File: src/hw/rtl/url_dec_pkg.sv
// url_dec_pkg: transaction types, character constants and helper functions
// for the url percent decoder; shared by all files in hw/rtl
// no dependencies
package url_dec_pkg;

  // width of the capacity register
  localparam int unsigned CFG_W = 13;
  localparam logic [CFG_W-1:0] CAP_RESET = 13'd1024;

  // characters with special meaning
  localparam logic [7:0] CH_PERCENT = 8'h25;
  localparam logic [7:0] CH_PLUS    = 8'h2B;
  localparam logic [7:0] CH_SPACE   = 8'h20;
  localparam logic [7:0] CH_DEL     = 8'h7F;
  localparam logic [7:0] CH_TAB     = 8'h09;
  localparam logic [7:0] CH_LF      = 8'h0A;
  localparam logic [7:0] CH_CR      = 8'h0D;

  // escape phase, one-hot
  typedef enum logic [2:0] {
    PH_IDLE = 3'b001,
    PH_HIGH = 3'b010,
    PH_LOW  = 3'b100
  } phase_e;

  // input transaction
  typedef struct packed {
    logic [7:0] src_byte;
    logic       is_last;
    logic       empty_string;
  } in_item_t;

  // result transaction
  typedef struct packed {
    logic       byte_valid;
    logic [7:0] out_byte;
    logic       done_res;
    logic       decode_ok;
  } out_item_t;

  // hex digit decode: bit 4 set when the character is a valid digit
  function automatic logic [4:0] hex_digit(input logic [7:0] c);
    logic [4:0] r;
    r = 5'd0;
    if (c >= 8'h30 && c <= 8'h39) begin
      r = {1'b1, 4'(c - 8'h30)};
    end else if (c >= 8'h61 && c <= 8'h66) begin
      r = {1'b1, 4'(c - 8'h57)};
    end else if (c >= 8'h41 && c <= 8'h46) begin
      r = {1'b1, 4'(c - 8'h37)};
    end
    return r;
  endfunction

  // decoded byte that is not allowed in the output
  function automatic logic bad_byte(input logic [7:0] v);
    logic ctrl;
    ctrl = (v < CH_SPACE) && (v != CH_TAB) && (v != CH_LF) && (v != CH_CR);
    return ctrl || (v == CH_DEL);
  endfunction

endpackage

File: src/hw/rtl/url_dec_step.sv
// url_dec_step: per-string decode state and the combinational decode of one byte
// depends on url_dec_pkg
module url_dec_step
  import url_dec_pkg::*;
#(
  parameter int unsigned MaxCapacity = 4096,
  parameter int unsigned CntW        = 12
) (
  input  logic             clk_i,
  input  logic             rst_ni,
  input  logic             fire_i,
  input  in_item_t         item_i,
  input  logic [CFG_W-1:0] capacity_i,
  output logic             has_result_o,
  output out_item_t        result_o
);

  localparam int unsigned CmpW = ((CntW > CFG_W) ? CntW : CFG_W) + 1;

  phase_e          phase_q, phase_d, phase_cur;
  logic [3:0]      high_q, high_d;
  logic [CntW-1:0] cnt_q, cnt_d;
  logic            fail_q, fail_d;

  logic [CmpW-1:0] cap_ext, cap_eff;
  logic [4:0]      hex;
  logic            have, done, ok;
  logic [7:0]      value;

  // effective capacity, clipped to the maximum
  assign cap_ext = CmpW'(capacity_i);
  assign cap_eff = (cap_ext > CmpW'(MaxCapacity)) ? CmpW'(MaxCapacity) : cap_ext;

  assign hex = hex_digit(item_i.src_byte);

  // unused phase codes act as outside an escape
  always_comb begin
    case (phase_q)
      PH_IDLE: phase_cur = PH_IDLE;
      PH_HIGH: phase_cur = PH_HIGH;
      PH_LOW:  phase_cur = PH_LOW;
      default: phase_cur = PH_IDLE;
    endcase
  end

  // decode one byte
  always_comb begin
    phase_d = phase_cur;
    high_d  = high_q;
    cnt_d   = cnt_q;
    fail_d  = fail_q;
    have    = 1'b0;
    value   = 8'h00;
    done    = 1'b0;
    ok      = 1'b0;
    if (item_i.empty_string) begin
      done = 1'b1;
      ok   = !fail_q && (phase_cur == PH_IDLE) && (cap_eff != '0);
    end else begin
      if (!fail_q) begin
        if (phase_cur == PH_IDLE) begin
          if (item_i.src_byte == CH_PERCENT) begin
            phase_d = PH_HIGH;
          end else begin
            value = (item_i.src_byte == CH_PLUS) ? CH_SPACE : item_i.src_byte;
            have  = 1'b1;
          end
        end else if (!hex[4]) begin
          fail_d = 1'b1;
        end else if (phase_cur == PH_HIGH) begin
          high_d  = hex[3:0];
          phase_d = PH_LOW;
        end else begin
          value   = {high_q, hex[3:0]};
          phase_d = PH_IDLE;
          have    = 1'b1;
        end
        // output checks: forbidden byte or no room before the terminator
        if (have) begin
          if (value == 8'h00 || bad_byte(value) ||
              (CmpW'(cnt_q) + CmpW'(1)) >= cap_eff) begin
            fail_d = 1'b1;
            have   = 1'b0;
            value  = 8'h00;
          end else begin
            cnt_d = cnt_q + CntW'(1);
          end
        end
      end
      if (item_i.is_last) begin
        done = 1'b1;
        ok   = !fail_d && (phase_d == PH_IDLE) && (cap_eff != '0);
      end
    end
  end

  assign has_result_o        = have || done;
  assign result_o.byte_valid = have;
  assign result_o.out_byte   = value;
  assign result_o.done_res   = done;
  assign result_o.decode_ok  = done && ok;

  // state update; end of string clears everything
  always_ff @(posedge clk_i or negedge rst_ni) begin
    if (!rst_ni) begin
      phase_q <= PH_IDLE;
      high_q  <= 4'h0;
      cnt_q   <= '0;
      fail_q  <= 1'b0;
    end else if (fire_i) begin
      if (done) begin
        phase_q <= PH_IDLE;
        high_q  <= 4'h0;
        cnt_q   <= '0;
        fail_q  <= 1'b0;
      end else begin
        phase_q <= phase_d;
        high_q  <= high_d;
        cnt_q   <= cnt_d;
        fail_q  <= fail_d;
      end
    end
  end

endmodule

File: src/hw/rtl/url_dec_out.sv
// url_dec_out: result register with valid/stall handshake toward the consumer
// depends on url_dec_pkg
module url_dec_out
  import url_dec_pkg::*;
(
  input  logic      clk_i,
  input  logic      rst_ni,
  input  logic      load_i,
  input  out_item_t item_i,
  output logic      ready_o,
  output logic      out_valid_o,
  input  logic      out_stall_i,
  output out_item_t out_item_o
);

  logic      valid_q;
  out_item_t item_q;

  // register can take a new transaction when empty or being drained
  assign ready_o = !valid_q || !out_stall_i;

  always_ff @(posedge clk_i or negedge rst_ni) begin
    if (!rst_ni) begin
      valid_q <= 1'b0;
    end else if (ready_o) begin
      valid_q <= load_i;
    end
  end

  always_ff @(posedge clk_i) begin
    if (ready_o && load_i) begin
      item_q <= item_i;
    end
  end

  assign out_valid_o = valid_q;
  assign out_item_o  = item_q;

endmodule

File: src/hw/rtl/url_percent_decoder_top.sv
// url_percent_decoder_top: top level of the url percent decoder
// depends on url_dec_pkg, url_dec_step, url_dec_out
//
// Decodes a form or query string one byte per transaction: "%xx" becomes one
// byte, '+' becomes a space, and the transaction that ends the string (is_last
// or empty_string) carries the final ok status. Each byte passes an input
// register, combinational decode logic that also updates the per-string state,
// and a result register, and one byte is taken every cycle while the consumer
// keeps up; the single decode stage with its state update sets that rate. The
// capacity register is written through the cfg port, which is always ready,
// and must only be changed between strings.
module url_percent_decoder_top
  import url_dec_pkg::*;
#(
  parameter int unsigned MAX_CAPACITY = 4096
) (
  input  logic             clk_i,
  input  logic             rst_ni,
  input  logic             in_valid_i,
  output logic             in_stall_o,
  input  in_item_t         in_item_i,
  output logic             out_valid_o,
  input  logic             out_stall_i,
  output out_item_t        out_item_o,
  input  logic             cfg_valid_i,
  output logic             cfg_ready_o,
  input  logic [CFG_W-1:0] cfg_data_i
);

  localparam int unsigned CntW = (MAX_CAPACITY > 2) ? $clog2(MAX_CAPACITY) : 1;

  logic [CFG_W-1:0] cap_q;
  logic             in_valid_q;
  in_item_t         in_item_q;
  logic             has_result;
  out_item_t        result;
  logic             out_ready;
  logic             fire;

  // capacity register
  assign cfg_ready_o = 1'b1;

  always_ff @(posedge clk_i or negedge rst_ni) begin
    if (!rst_ni) begin
      cap_q <= CAP_RESET;
    end else if (cfg_valid_i && cfg_ready_o) begin
      cap_q <= cfg_data_i;
    end
  end

  // input register advances when the decode stage can retire its transaction
  assign fire       = in_valid_q && (!has_result || out_ready);
  assign in_stall_o = in_valid_q && !fire;

  always_ff @(posedge clk_i or negedge rst_ni) begin
    if (!rst_ni) begin
      in_valid_q <= 1'b0;
    end else if (!in_stall_o) begin
      in_valid_q <= in_valid_i;
    end
  end

  always_ff @(posedge clk_i) begin
    if (in_valid_i && !in_stall_o) begin
      in_item_q <= in_item_i;
    end
  end

  // decode stage
  url_dec_step #(
    .MaxCapacity (MAX_CAPACITY),
    .CntW        (CntW)
  ) u_step (
    .clk_i        (clk_i),
    .rst_ni       (rst_ni),
    .fire_i       (fire),
    .item_i       (in_item_q),
    .capacity_i   (cap_q),
    .has_result_o (has_result),
    .result_o     (result)
  );

  // result register
  url_dec_out u_out (
    .clk_i       (clk_i),
    .rst_ni      (rst_ni),
    .load_i      (fire && has_result),
    .item_i      (result),
    .ready_o     (out_ready),
    .out_valid_o (out_valid_o),
    .out_stall_i (out_stall_i),
    .out_item_o  (out_item_o)
  );

endmodule

File: config.mk
export PLATFORM = sky130hd
export DESIGN_NAME = url_percent_decoder_top
export DESIGN_NICKNAME = d
export VERILOG_FILES = /design/src/hw/rtl/url_dec_pkg.sv /design/src/hw/rtl/url_dec_step.sv /design/src/hw/rtl/url_dec_out.sv /design/src/hw/rtl/url_percent_decoder_top.sv
export SDC_FILE = /design/constraint.sdc
export NUM_CORES = 1
export LEC_CHECK = 0
export ABC_CLOCK_PERIOD_IN_PS = 12800
export BUFFER_PORTS_ARGS = -buffer_cell sky130_fd_sc_hd__clkbuf_2
export CAP_MARGIN = 20
export CELL_PAD_IN_SITES_DETAIL_PLACEMENT = 0
export CELL_PAD_IN_SITES_GLOBAL_PLACEMENT = 1
export CORE_UTILIZATION = 51
export CTS_BUF_LIST = sky130_fd_sc_hd__clkbuf_2 sky130_fd_sc_hd__clkbuf_4 sky130_fd_sc_hd__clkbuf_8
export DETAILED_ROUTE_END_ITERATION = 8
export PLACE_DENSITY = 0.86
export SYNTH_ARGS = -nofsm -noshare
export SYNTH_HDL_FRONTEND = slang
export SYNTH_SLANG_ARGS = --single-unit
File: constraint.sdc
create_clock -name clk_i -period 12.8 [get_ports clk_i]
set_input_delay 0.64 -clock clk_i [delete_from_list [all_inputs] [get_ports clk_i]]
set_output_delay 0.64 -clock clk_i [all_outputs]
set_load 0.03 [all_outputs]
# After elaboration in Yosys (flattened, before gate mapping)
# Cells that the tools add are included.
# totals
regBits	56
in_bits	28
out_inout_bits	14
elab_cells	136
# op_classes
add_sub_neg	5
n_lt_le_gt_ge	9
n_eq_ne	15
muxes	55
reduce_logical	38
# op_table
op	count
8-bit 2-to-1 mux	9
12-bit 2-to-1 mux	5
3-bit 2-to-1 mux	8
4-bit 2-to-1 mux	6
8-bit by 4-bit != test with 1-bit output (second input constant)	3
1-bit 2-to-1 mux	22
8-bit by 6-bit == test with 1-bit output (second input constant)	2
8-bit by 7-bit greater-or-equal comparator with 1-bit output (second input constant)	2
8-bit by 7-bit less-or-equal comparator with 1-bit output (second input constant)	2
1-bit logical AND	16
5-bit 2-to-1 mux	3
14-bit greater-or-equal comparator	1
14-bit nonzero test	1
12-bit by 1-bit adder with 13-bit output (second input constant)	1
13-bit greater-than comparator (second input constant)	1
13-bit 2-to-1 mux	1
12-bit by 1-bit adder with 12-bit output (second input constant)	1
8-bit by 7-bit == test with 1-bit output (second input constant)	1
8-bit by 6-bit greater-or-equal comparator with 1-bit output (second input constant)	1
8-bit by 6-bit less-or-equal comparator with 1-bit output (second input constant)	1
8-bit logical NOT	1
8-bit by 6-bit < comparator with 1-bit output (second input constant)	1
4-bit by 3-bit subtractor with 4-bit output (second input constant)	2
1-bit logical NOT	7
other kinds (13)	24

# Depth between registers and ports, before layout
# logic_depth
depth_word	29
ltp_mapped	17
mapped_depth_nobuf	16

# Modules after synthesis
# Synthesis repeated with hierarchy kept, for this count alone.
# unflattened
cells_unflattened	321
area_unflattened_um2	3374.5
# modules_own_cells
mod	n_inst	cells_each	area_each_um2	seq_area_each_um2
url_dec_step	1	258	2095.8	501.7
url_percent_decoder_top	1	48	900.9	651.9
url_dec_out	1	15	377.9	355.3

# Worst setup path before layout
# No wires, ideal clock.
# synth_path
path_kind	flip-flop to output port
start	register u_step.cnt_q[0]
end	output port in_stall_o
arrival_ns	3.644
required_ns	12.160
path_slack_ns	8.516
path_stages_with_launch	17
n_path_buf	0
path_cell_list	dfrtp_1 -> ha_1 -> nand3_1 -> or2_2 -> inv_1 -> nand3_1 -> nor2_1 -> xnor2_1 -> ha_1 -> a21o_1 -> a21o_1 -> a21o_1 -> or4_1 -> o21ai_1 -> o21a_4 -> a21oi_4 -> nor2_1
# synth_between
elab_chain_cells	13
# synth_lines
item	line_no	rtl
start: declaration	url_dec_step.sv:22	logic [CntW-1:0] cnt_q, cnt_d;
start signal: assignment	url_dec_step.sv:119	cnt_q <= cnt_d;
12-bit by 1-bit adder with 13-bit output	url_dec_step.sv:81	(CmpW'(cnt_q) + CmpW'(1)) >= cap_eff) begin
14-bit greater-or-equal comparator	url_dec_step.sv:81	
1-bit logical OR	url_dec_step.sv:80	if (value == 8'h00 || bad_byte(value) ||
1-bit 2-to-1 mux	url_dec_step.sv:80	
1-bit 2-to-1 mux	url_dec_step.sv:79	if (have) begin
1-bit 2-to-1 mux	url_dec_step.sv:60	if (!fail_q) begin
1-bit 2-to-1 mux	url_dec_step.sv:56	if (item_i.empty_string) begin
1-bit logical OR	url_dec_step.sv:97	assign has_result_o = have || done;
1-bit logical NOT	url_percent_decoder_top.sv:52	assign fire = in_valid_q && (!has_result || out_ready);
1-bit logical OR	url_percent_decoder_top.sv:52	
1-bit logical AND	url_percent_decoder_top.sv:52	
1-bit logical NOT	url_percent_decoder_top.sv:53	assign in_stall_o = in_valid_q && !fire;
1-bit logical AND	url_percent_decoder_top.sv:53	
end: declaration	url_percent_decoder_top.sv:20	output logic in_stall_o,
# No other way between the ends.

# Final worst setup path
# Same ends and word-level chain as after synthesis.

==> results.py <==
metrics = {
    "clocking": {
        "cts_made_buffers": 5,
        "h-tree-depth": 2,
        "path_clk_slew_ps": 100,
        "clk_path_buf_depth": 2,
        "insertion_delay_ps": 310,
        "cts_root_buf": "clkbuf_8",
        "cts_tree": "done",
        "cts_sinks": 56,
        "cts_setup_buffers": 0,
        "cts_resized": 0,
        "hold_buffers": 0,
    },
    "sta": {
        "tightest_slew_ps": 959,
        "rsz0062_at_grt": "no",
        "maxSlewHeadroom": 0.358,
        "hold-worst-slack_ps": 433,
        "period_share": 0.392,
        "setup_tns_ps": 0,
        "fmax_mhz": 199,
        "hold_viol_final": 0,
        "fin_crit_ps": 5020,
        "setup_violations": 0,
        "slew_viol_final": 0,
        "clock_skew_ps": 10.9,
    },
    "layout": {
        "fin_nets": 428,
        "syn_to_final_growth_pct": 8.51,
        "fin_cells": 460,
        "drive_gt1_frac": 0.211,
        "postLayoutCoreUtil": 0.585,
        "n_antenna_cell": 0,
    },
    "synth": {
        "netlist_instances": 351,
        "seq_area_frac_synth": 0.433,
        "async_flop_share": 0.625,
        "synth_nets": 397,
        "syn_avg_cell_area_um2": 9.93,
        "ys_warn_count": 0,
        "mappedNetlistArea_um2": 3480,
        "ys_ff_latch": 56,
        "synth_edf_count": 21,
        "synth_cell_types": 70,
        "synthFlopType": "dfrtp_1",
    },
    "floorplan": {
        "core-area_um2": 6460,
        "die_x_um": 84.7,
        "start_util": 0.540,
        "die_area_um2": 7170,
        "die_h_um": 84.7,
        "rows": 29,
        "pin_count": 42,
    },
    "worst_setup_path": {
        "end_kind": "output port",
        "worst-setup-path-type": "reg2out",
        "crit_path_frequent_cell": "a21o_1",
        "critPathTopFamily": "simple AND/OR/NAND/NOR gates",
        "r2r_cells": 16,
        "crit_arrival_ps": 4380,
        "cpMaxStageDelayCell": "dfrtp_1",
        "path_cells": "ha_1, nand3_1, or2_2, inv_1, nand3_1, nor2_1, xnor2_1, ha_1, a21o_1, a21o_1, a21o_1, or4_1, o21ai_1, o21a_4, a21oi_4, nor2_1, clkbuf_2",
        "slowest_delay_ps": 440,
        "crit_buf_inv": 2,
        "cp-start-kind": "register",
        "cp.depth": 17,
        "crit_fanout": 14,
        "required_ps": 12160,
    },
    "detailed_routing": {
        "drtPass1Iterations": 6,
        "initialDrtViolationCount": 177,
        "drtAntennaViolNets": 0,
        "route.detailed.drc": 4,
        "drt_wl_total_mm": 7.51,
        "via_per_inst": 5.98,
        "wire_per_inst_um": 16.3,
        "num_vias": 2750,
    },
    "grt": {
        "grt_pass1_vias": 2587,
        "grt_use_met3": 0.0393,
        "track_usage": 0.224,
        "use_met1": 0.334,
        "gr-usage-met2": 0.337,
        "grt_antenna_before_repair": 0,
        "grt_max_degree": 36,
        "top_usage_layer": "met2",
        "grt-ovfl-total": 0,
        "grt_pass1_wl_mm": 12.7,
    },
    "flow_run": {
        "cap_violations": 0,
    },
    "placement": {
        "finalWeightedCongestion": 0.868,
        "port_buffers": 40,
        "dpl.hpwl_mm": 5.62,
        "place_inst": 452,
    },
    "power": {
        "sequentialPowerShare": 0.512,
        "p_sw_uw": 153,
        "p_comb_frac": 0.273,
        "intPower_uw": 292,
        "switching_share": 0.343,
        "irDropWorstVdd_mv": 0.0700,
        "power_density_nw_per_um2": 118,
        "clkPwrFrac": 0.215,
        "power_leakage_uw": 0.00166,
    },
    "outcome": {
        "status": "finished with violations",
        "violations": "design-rule violations",
    },
    "min_path": {
        "hold_path_class": "in2async",
    },
}
==> stage by stage <==
stage / setup WS (ps) / total power (uW) / cell area (um2)
floorplan: 8520 / 318 / 3480
global placement: 8160 / 351 / 3690
detailed placement: 7980 / 352 / 3690
CTS: 7790 / 448 / 3780
global route: 7510 / 472 / 3780
finish: 7780 / 445 / 3780
==> final timing paths <==
check                      slack (ps)             start                  end
max in group asynchronous       11790            rst_ni     u_step.high_q[0]
min in group clk_i                500  u_step.high_q[2]     u_step.high_q[2]
max reg2reg                      7940   u_step.cnt_q[0]  u_out.out_item_o[8]
max                              7780   u_step.cnt_q[0]           in_stall_o
min                               430            rst_ni             cap_q[9]
min reg2reg                       500  u_step.high_q[2]     u_step.high_q[2]
==> worst reg2reg max path, cell delays in order (launching register included) <==
cell	delay (ps)
dfrtp_1	440
ha_1	220
nand3_1	160
or2_2	380
inv_1	70
nand3_1	180
nor2_1	190
xnor2_1	170
ha_1	300
a21o_1	160
a21o_1	170
a21o_1	180
or4_1	390
o21ai_1	250
o21a_4	300
a21oi_4	130
nor2_1	790
==> layout by cell type (no fill, tap or decap), types with 3 or more instances in the layout <==
cell,n
a211o_1,3
a211oi_1,5
a21o_1,6
a21oi_1,8
a32o_1,4
a32oi_1,7
and3_1,4
clkbuf_2,40
clkbuf_8,5
dfrtp_1,33
edfxtp_1,21
ha_1,18
inv_1,12
mux2_2,12
nand2_1,38
nand3_1,21
nand3b_1,4
nor2_1,28
nor2b_1,4
nor3_1,10
nor4_1,6
o21a_1,3
o21ai_0,12
o21ai_1,3
o311ai_1,6
xnor2_1,12
==> cell families after synthesis <==
kind of cell    after synthesis  synth area share
compound gates               84             0.191
flops                        56             0.433
mux                          12            0.0388
other cells                   1           0.00108
xor+xnor                     13            0.0327
simple gates                137             0.197
buf+inv                      30            0.0413
fa+ha+maj                    18            0.0646
==> layer usage <==
layer | up-vias | share of wire
li1 | 1357 | -
met1 | 1301 | 0.50
met2 | 84 | 0.44
met3 | 8 | 0.047
met4 | 0 | 0.011
met5 | - | 0
==> power groups by stage <==
stage	Combinational, uW	Clock, uW	Sequential, uW
2_1_floorplan	79.1	0	239
3_3_place_gp	121	0	230
3_5_place_dp	121	0	231
4_1_cts	122	98.8	227
5_1_grt	136	107	230
6_report	122	95.5	228
==> area by class of cell <==
| cell class | instances | area (um2) |
|---|---|---|
| multi-input combinational | 265 | 1830 |
| clock inverter | 3 | 18.8 |
| sequential | 56 | 1510 |
| timing repair buffer | 41 | 208 |
| inverter | 13 | 48.8 |
| fill | 589 | 2680 |
| clock buffer | 5 | 68.8 |
| tap | 77 | 96.3 |
==> sequential cells by signal, summed over array words and instances, names as in the netlist <==
signal,flops
u_step.high_q,4
u_step.fail_q,1
u_step.phase_q,3
u_out.out_item_o,11
u_step.cnt_q,12
cap_q,13
u_out.out_valid_o,1
in_item_q,10
in_valid_q,1
==> Yosys cell counts (all sizes together), types with 7 or more instances <==
cell type | number | area (um2)
nand2 | 39 | 149
dfrtp | 33 | 826
nor2 | 29 | 111
edfxtp | 21 | 631
nand3 | 21 | 105
ha | 18 | 225
o21ai | 18 | 109
inv | 12 | 45.0
mux2 | 12 | 135
xnor2 | 12 | 105
nor3 | 11 | 60.1
a21oi | 10 | 65.1
clkbuf | 9 | 33.8
buf | 8 | 61.3
a32oi | 7 | 61.3
o311ai | 7 | 61.3
Note: power is estimated with default switching activity, not from simulation.
